## src/rtl/substring_search_defines.svh

```systemverilog
// ----------------------------------------------------------------------------
// Substring search assertion macros
// Shared concurrent assertion forms for the substring search RTL.
// ----------------------------------------------------------------------------
`ifndef SUBSTRING_SEARCH_DEFINES_SVH
`define SUBSTRING_SEARCH_DEFINES_SVH

// Antecedent and consequent in the same cycle.
`define SS_ASSERT_SAME(name, clk, rst_n, ante, cons) \
  name: assert property (@(posedge clk) disable iff (!(rst_n)) (ante) |-> (cons)) \
    else $error("substring_search: same-cycle check failed");

// Consequent in the cycle after the antecedent.
`define SS_ASSERT_NEXT(name, clk, rst_n, ante, cons) \
  name: assert property (@(posedge clk) disable iff (!(rst_n)) (ante) |=> (cons)) \
    else $error("substring_search: next-cycle check failed");

`endif

```

## src/rtl/ss_pkg.sv

```systemverilog
// ----------------------------------------------------------------------------
// Substring search package
// Shared widths, register indexes and cell control type.
// ----------------------------------------------------------------------------
`timescale 1ns / 1ps

package ss_pkg;

  localparam int BYTE_W    = 8;
  localparam int CFG_W     = 64;
  localparam int LEN_W     = 5;
  localparam int REG_BYTES = 16;
  localparam int CFG_IDX_W = 2;
  localparam int PAT_IDX_W = 4;

  localparam logic [CFG_IDX_W-1:0] CFG_PAT_LOW  = 2'd0;
  localparam logic [CFG_IDX_W-1:0] CFG_PAT_HIGH = 2'd1;
  localparam logic [CFG_IDX_W-1:0] CFG_PAT_LEN  = 2'd2;

  typedef struct packed {
    logic shift;
    logic clear;
  } cell_ctrl_t;

endpackage

```

## src/rtl/ss_cell.sv

```systemverilog
// ----------------------------------------------------------------------------
// Substring search window cell
// Holds one window byte, passes it on to the next cell and compares the
// incoming byte with its pattern byte.
// ----------------------------------------------------------------------------
`timescale 1ns / 1ps

module ss_cell (
  input  logic                      clk_i,
  input  logic                      rst_ni,
  input  ss_pkg::cell_ctrl_t        ctrl_i,
  input  logic [ss_pkg::BYTE_W-1:0] data_i,
  input  logic [ss_pkg::BYTE_W-1:0] expect_i,
  input  logic                      active_i,
  output logic [ss_pkg::BYTE_W-1:0] data_o,
  output logic                      hit_o
);

  logic [ss_pkg::BYTE_W-1:0] data_q;

  // Compare against the byte that lands here on this transaction.
  assign hit_o  = !active_i || (data_i == expect_i);
  assign data_o = data_q;

  always_ff @(posedge clk_i or negedge rst_ni) begin
    if (!rst_ni) begin
      data_q <= '0;
    end else if (ctrl_i.shift) begin
      data_q <= ctrl_i.clear ? '0 : data_i;
    end
  end

endmodule

```

## src/rtl/substring_search.sv

```systemverilog
// ----------------------------------------------------------------------------
// Substring search
// Streaming first-occurrence search of a configured pattern in a byte text.
// ----------------------------------------------------------------------------
// Takes one text byte per cycle while the output is not stalled, with no
// gaps of its own: every cell of the window compares its byte with its
// pattern byte in parallel in the cycle the byte arrives. The result (found
// with the start offset, or not found at the last byte) appears in the
// output register in the cycle after the deciding byte is taken, and the next
// byte is taken in that same cycle unless the output is stalled. Pattern
// registers may be rewritten between texts; a write applies from the next
// byte. No clearing pass is needed after reset.
`timescale 1ns / 1ps
`include "substring_search_defines.svh"

module substring_search #(
  parameter int MAX_PATTERN  = 16,
  parameter int OFFSET_WIDTH = 16
) (
  input  logic                         clk_i,
  input  logic                         rst_ni,
  input  logic                         cfg_we_i,
  input  logic [ss_pkg::CFG_IDX_W-1:0] cfg_index_i,
  input  logic [ss_pkg::CFG_W-1:0]     cfg_data_i,
  input  logic                         in_valid_i,
  output logic                         in_stall_o,
  input  logic [ss_pkg::BYTE_W-1:0]    text_byte_i,
  input  logic                         last_byte_i,
  output logic                         out_valid_o,
  input  logic                         out_stall_i,
  output logic                         found_o,
  output logic [OFFSET_WIDTH-1:0]      match_offset_o
);

  localparam int CELLS = (MAX_PATTERN < ss_pkg::REG_BYTES) ? MAX_PATTERN : ss_pkg::REG_BYTES;
  localparam logic [OFFSET_WIDTH-1:0] OFF_MAX = '1;

  logic [ss_pkg::CFG_W-1:0] pat_low_q, pat_high_q;
  logic [ss_pkg::LEN_W-1:0] pat_len_q;
  logic [2*ss_pkg::CFG_W-1:0] pat_flat;
  logic [ss_pkg::LEN_W-1:0] len_eff;

  logic [OFFSET_WIDTH-1:0] position_q, position_d;
  logic                    matched_q, matched_d;
  logic                    out_valid_q, out_valid_d;
  logic                    found_q, found_d;
  logic [OFFSET_WIDTH-1:0] offset_q, offset_d;

  logic                    in_acc;
  logic                    sat;
  logic                    have_ok;
  logic                    new_match;
  logic                    emit;
  logic [OFFSET_WIDTH-1:0] len_ext;
  logic [OFFSET_WIDTH-1:0] start_off;

  ss_pkg::cell_ctrl_t          cell_ctrl;
  logic [ss_pkg::BYTE_W-1:0]   cell_in  [CELLS];
  logic [ss_pkg::BYTE_W-1:0]   cell_out [CELLS];
  logic [CELLS-1:0]            cell_hit;

  // Configuration registers.
  always_ff @(posedge clk_i or negedge rst_ni) begin
    if (!rst_ni) begin
      pat_low_q  <= '0;
      pat_high_q <= '0;
      pat_len_q  <= ss_pkg::LEN_W'(1);
    end else if (cfg_we_i) begin
      unique case (cfg_index_i)
        ss_pkg::CFG_PAT_LOW:  pat_low_q  <= cfg_data_i;
        ss_pkg::CFG_PAT_HIGH: pat_high_q <= cfg_data_i;
        ss_pkg::CFG_PAT_LEN:  pat_len_q  <= cfg_data_i[ss_pkg::LEN_W-1:0];
        default: ;
      endcase
    end
  end

  assign pat_flat = {pat_high_q, pat_low_q};

  // Clamp the length to 1..CELLS.
  always_comb begin
    len_eff = pat_len_q;
    if (pat_len_q == '0) begin
      len_eff = ss_pkg::LEN_W'(1);
    end else if (pat_len_q > ss_pkg::LEN_W'(CELLS)) begin
      len_eff = ss_pkg::LEN_W'(CELLS);
    end
  end

  assign in_acc          = in_valid_i && !in_stall_o;
  assign in_stall_o      = out_valid_q && out_stall_i;
  assign cell_ctrl.shift = in_acc;
  assign cell_ctrl.clear = last_byte_i;

  // Window chain: cell 0 takes the new byte, each cell feeds the next.
  for (genvar k = 0; k < CELLS; k++) begin : g_cell
    logic [ss_pkg::LEN_W-1:0] pidx;
    logic                     active;

    assign active = ss_pkg::LEN_W'(k) < len_eff;
    assign pidx   = len_eff - ss_pkg::LEN_W'(1) - ss_pkg::LEN_W'(k);

    if (k == 0) begin : g_head
      assign cell_in[k] = text_byte_i;
    end else begin : g_link
      assign cell_in[k] = cell_out[k-1];
    end

    ss_cell u_cell (
      .clk_i    (clk_i),
      .rst_ni   (rst_ni),
      .ctrl_i   (cell_ctrl),
      .data_i   (cell_in[k]),
      .expect_i (pat_flat[pidx[ss_pkg::PAT_IDX_W-1:0]*ss_pkg::BYTE_W +: ss_pkg::BYTE_W]),
      .active_i (active),
      .data_o   (cell_out[k]),
      .hit_o    (cell_hit[k])
    );
  end

  assign len_ext   = {{(OFFSET_WIDTH-ss_pkg::LEN_W){1'b0}}, len_eff};
  assign sat       = (position_q == OFF_MAX);
  assign have_ok   = sat || (position_q >= (len_ext - OFFSET_WIDTH'(1)));
  assign new_match = !matched_q && have_ok && (&cell_hit);
  assign emit      = !matched_q && (new_match || last_byte_i);
  assign start_off = sat ? OFF_MAX : (position_q + OFFSET_WIDTH'(1) - len_ext);

  always_comb begin
    position_d  = position_q;
    matched_d   = matched_q;
    out_valid_d = out_valid_q;
    found_d     = found_q;
    offset_d    = offset_q;
    // Drop the held result once it is taken.
    if (out_valid_q && !out_stall_i) begin
      out_valid_d = 1'b0;
    end
    if (in_acc) begin
      if (last_byte_i) begin
        position_d = '0;
        matched_d  = 1'b0;
      end else begin
        position_d = sat ? position_q : position_q + OFFSET_WIDTH'(1);
        matched_d  = matched_q || new_match;
      end
      if (emit) begin
        out_valid_d = 1'b1;
        found_d     = new_match;
        offset_d    = new_match ? start_off : '0;
      end
    end
  end

  always_ff @(posedge clk_i or negedge rst_ni) begin
    if (!rst_ni) begin
      position_q  <= '0;
      matched_q   <= 1'b0;
      out_valid_q <= 1'b0;
    end else begin
      position_q  <= position_d;
      matched_q   <= matched_d;
      out_valid_q <= out_valid_d;
    end
  end

  always_ff @(posedge clk_i) begin
    found_q  <= found_d;
    offset_q <= offset_d;
  end

  assign out_valid_o    = out_valid_q;
  assign found_o        = found_q;
  assign match_offset_o = offset_q;

  `SS_ASSERT_SAME(a_notfound_zero, clk_i, rst_ni, out_valid_o && !found_o, match_offset_o == '0)
  `SS_ASSERT_SAME(a_free_when_empty, clk_i, rst_ni, !out_valid_o, !in_stall_o)
  `SS_ASSERT_NEXT(a_silent_after_match, clk_i, rst_ni, in_acc && matched_q && !last_byte_i, !out_valid_o)
  `SS_ASSERT_NEXT(a_text_restart, clk_i, rst_ni, in_acc && last_byte_i, position_q == '0 && !matched_q)

endmodule
```

## config.mk

```make
export PLATFORM = sky130hd
export DESIGN_NAME = substring_search
export DESIGN_NICKNAME = d
export VERILOG_FILES = /design/src/rtl/ss_pkg.sv /design/src/rtl/ss_cell.sv /design/src/rtl/substring_search.sv
export VERILOG_INCLUDE_DIRS = /design/src /design/src/rtl
export SDC_FILE = /design/constraint.sdc
export NUM_CORES = 1
export LEC_CHECK = 0
export BUFFER_PORTS_ARGS = -buffer_cell sky130_fd_sc_hd__buf_2
export CAP_MARGIN = 10
export CORE_MARGIN = 8
export CORE_UTILIZATION = 55
export DETAILED_ROUTE_END_ITERATION = 8
export GPL_TIMING_DRIVEN = 0
export PLACE_DENSITY = 0.71
export SLEW_MARGIN = 15
export SYNTH_ARGS = -nofsm -noshare
export SYNTH_HDL_FRONTEND = slang
export SYNTH_SLANG_ARGS = --single-unit
export TNS_END_PERCENT = 50
```

## constraint.sdc

```tcl
create_clock -name clk_i -period 10.3 [get_ports clk_i]
set_input_delay 0 -clock clk_i [delete_from_list [all_inputs] [get_ports clk_i]]
set_output_delay 0 -clock clk_i [all_outputs]
set_load 0.02 [all_outputs]
```

==> impl_results.md <==
* Status: complete, no violations
* Worst Tran Pin Value at 1320 ps
* Most frequent cell after synthesis: nand2_1
* Max VDD drop at 201 µV
* Drt drc at 0
* Clock tree buffer depth at 3
* CP arrival at 10,190 ps
* Synth warn at 0
* Routed wire length per instance at around 31 µm
* Placed Instances at 2,551
* #FFs+latches synth at about 290
* Antenna Nets Post-Route at 0
* # rows at 70
* Routability cong. at 1.06
* Grt total ovfl at 0
* Crit path cell chain: buf_4 -> nand2b_1 -> clkbuf_1 -> clkbuf_1 -> clkbuf_1 -> ha_1 -> clkbuf_1 -> clkinv_1 -> buf_1 -> ha_1 -> buf_2 -> clkinv_1 -> clkbuf_1 -> mux4_2 -> xor2_1 -> nor4_1 -> o211ai_1 -> o21ai_0 -> a21oi_1 -> a2111oi_1 -> a31oi_1 -> nor3_2 -> buf_4
* Buffers on Ports at 98
* R2r startpoint: pat_len_q[4]$_DFFE_PN0P_
* DR pass1 iterations at 8
* Core box area at around 36,000 µm²
* Final Net Count at 2,308
* Final period util at 96.2%
* CP Class: reg -> reg
* Crit-path max FO at 16
* Final wirelength at 84,500 µm
* RSZ-0062 raised after global routing: false
* H-tree depth at 1
* Synthesis-to-finish area growth at 15.2%
* WP data required at 10,590 ps
* Most common cell on crit path: clkbuf_1
* Clock skew at 24.1 ps
* Critical path's slowest cell: clkbuf_1
* Mapped Nets at 2,090
* PwrDens at 274 nW/µm²
* Clock transition at path regs at ~70 ps
* Multi-input gate area at 12,200 µm²
* Worst hold path class: in -> async
* Worst-Skew Late Latency at 610 ps
* N_diodes at 0
* Initial Util at 55.5%
* Reg area at 7290 µm²
* Synth top area share at 33.4%
* Post-synth top cells: nand2_1 (326), dfrtp_1 (270), o21ai_0 (165)
* Fill cell instance count of the final layout at 2,870
* Seq/Total Area, Yosys at 36.0%
* Vias per cell at 6.96
* Endpoints failing hold at 0
* Vias in the first global route at between 15,000 and 20,000
* GR Util All Layers at 38.3%
* Synth Cell Area at 20,200 µm²
* Ys flop type: dfrtp_1
* Cell area after layout at approximately 23,000 µm²
* Cts bufs inserted at 31
* Post-DP HPWL at 64,900 µm
* Chip height at 208 µm
* Tmin final at 9910 ps
* Dpl cell area at 21,400 µm²
* Reg2reg end: match_offset_o[6]$_SDFFCE_PN0P_
* Number of synthesized flops with an enable pin at 17
* Initial antenna violation count at 1
* Die width at 208 µm
* Cell variety after synth at 77
* Non-Filler Instances at 2,689
* Asr flop ratio synth at 94.1%
* Max-Cap Viols at 0
* Global-route wire length before repair at 124,000 µm
* Slew margin rel. at 12.2%
* Post-Syn Instances at 1,978
* Fmax at 0.101 GHz
* Final Power at 0.00638 W
* Core Util, Final at 64.0%
* Critical Path Max Stage Delay at 970 ps
* Worst reg-to-reg path cell count at 23
* CP startpoint kind: register
* Number of DRC markers in iteration 0 at 2,560
* Sink Count at 288
* Setup tns final at 0 ps
* DR vias at 18,700
* Largest area contributor in the netlist: dfrtp_1
* I/O Pins at 99
* Syn avg cell area at 10.2 µm²
* Largest net degree at the start of global routing at 109
* Layout cells sized above 1 at 21.3%
* Flop-to-flop setup slack at 390 ps
* CP Capture Type: register
* Final Max Tran Viols at 0
* Ranking of synthesized cells by area: dfrtp_1 (33%), mux4_2 (13%), mux2_2 (8.1%), nand2_1 (6.0%), xor2_1 (4.5%)
* Clk root buf: clkbuf_16
* Setup Viol. Count Final at 0
* Leak at just under 10 nW
* Die area at 43,200 µm²
* TritonCTS clock tree: done
layout by cell type, fill, tap and decap left out, types with 6 or more instances in the layout:
cell type	instances
nand2_1	326
dfrtp_1	270
o21ai_0	165
mux2_2	145
clkbuf_1	117
mux4_2	113
buf_2	112
xor2_1	103
mux2i_1	85
nor2_1	81
dlygate4sd3_1	79
a22oi_1	72
xnor2_1	48
o22ai_1	45
a21oi_1	34
clkbuf_16	32
ha_1	31
a221oi_1	26
nor3_1	23
nand4_1	20
o221ai_1	19
inv_1	18
edfxtp_1	17
o211ai_1	16
nand3_1	15
a22o_1	15
a21o_1	13
buf_4	12
nor4_1	9
o32a_1	8
and3_1	8
a21oi_2	8
buf_1	7
or3_1	7
nand2b_1	6
a221o_1	6
power by group:
part | internal [W] | switching [W]
logic | 0.00147 | 0.00226
clock network | 0.000699 | 0.000487
registers | 0.00125 | 0.000204
total | 0.00343 | 0.00295
how the worst max path moves through the flow:
stage,startpoint,end
after floorplan,pat_len_q[1]$_DFFE_PN0P_,found_o$_DFFE_PP_
after global routing,pat_len_q[4]$_DFFE_PN0P_,match_offset_o[4]$_SDFFCE_PN0P_
final,pat_len_q[4]$_DFFE_PN0P_,match_offset_o[6]$_SDFFCE_PN0P_
after CTS,pat_len_q[4]$_DFFE_PN0P_,match_offset_o[4]$_SDFFCE_PN0P_
after global placement,pat_len_q[4]$_DFFE_PN0P_,match_offset_o[2]$_SDFFCE_PN0P_
after detailed placement,pat_len_q[4]$_DFFE_PN0P_,match_offset_o[2]$_SDFFCE_PN0P_
worst max-delay path, delay by kind of cell, from the launching register on:
kind                       cells  cell delay [ps]
buffers and inverters         11             5020
AOI/OAI and AO/OA              5             1460
and+or+nand+nor                3             1130
adders and majority gates      2              790
muxes                          1              650
DFF                            1              330
xor gates and xnor gates       1              170
cell families (layout without fill, tap and decap cells):
| logic type | after synthesis | count (layout) | share of synthesized area (%) |
|---|---|---|---|
| AO/OA/AOI/OAI | 470 | 470 | 15.6 |
| XOR/XNOR | 153 | 153 | 6.70 |
| adder cells (fa/ha/maj) | 34 | 34 | 2.11 |
| buffers and inverters | 168 | 411 | 3.54 |
| flip-flops | 288 | 288 | 36.0 |
| multiplexers | 343 | 343 | 24.9 |
| AND/OR/NAND/NOR | 522 | 522 | 11.2 |
metrics by stage:
stage | worst slack, ps | hold WS [ps]
floorplan | 2990 | -296
global placement | -326 | 245
detailed placement | 725 | -1.66
CTS | 683 | 37.2
global route | 98.9 | 99.1
finish | 393 | 56.1
flip-flops by register name, indices dropped and copies added (netlist names):
signal                cells
position_q               16
pat_len_q                 5
pat_high_q               64
match_offset_o           16
g_cell.u_cell.data_o    120
matched_q                 1
pat_low_q                64
found_o                   1
out_valid_o               1
area by class of cell:
cell class / instances / share of cell area (%)
buffer: 143 / 2.67
sequential: 288 / 31.3
clock inverter: 14 / 0.805
tap: 468 / 2.51
inverter: 25 / 0.402
multi-input combinational: 1522 / 52.5
clock buffer: 44 / 3.80
timing repair buffer: 185 / 6.05
metal layers:
metal	track usage (%)	share of wire, %	wire (µm)	up-vias
met5	0	0.021	18	-
met4	21.2	6.9	5870	2
met3	9.10	11	9620	282
met2	58.8	44	37100	1321
met1	49.6	38	31900	9244
li1	-	-	-	7855
what timing repair did:
item	in CTS	in global routing
buffers inserted	0	0
hold endpoints to repair	415	0
resized for setup	0	0
hold buffers	80	0
No activity file was read; power rests on OpenSTA's default activity.
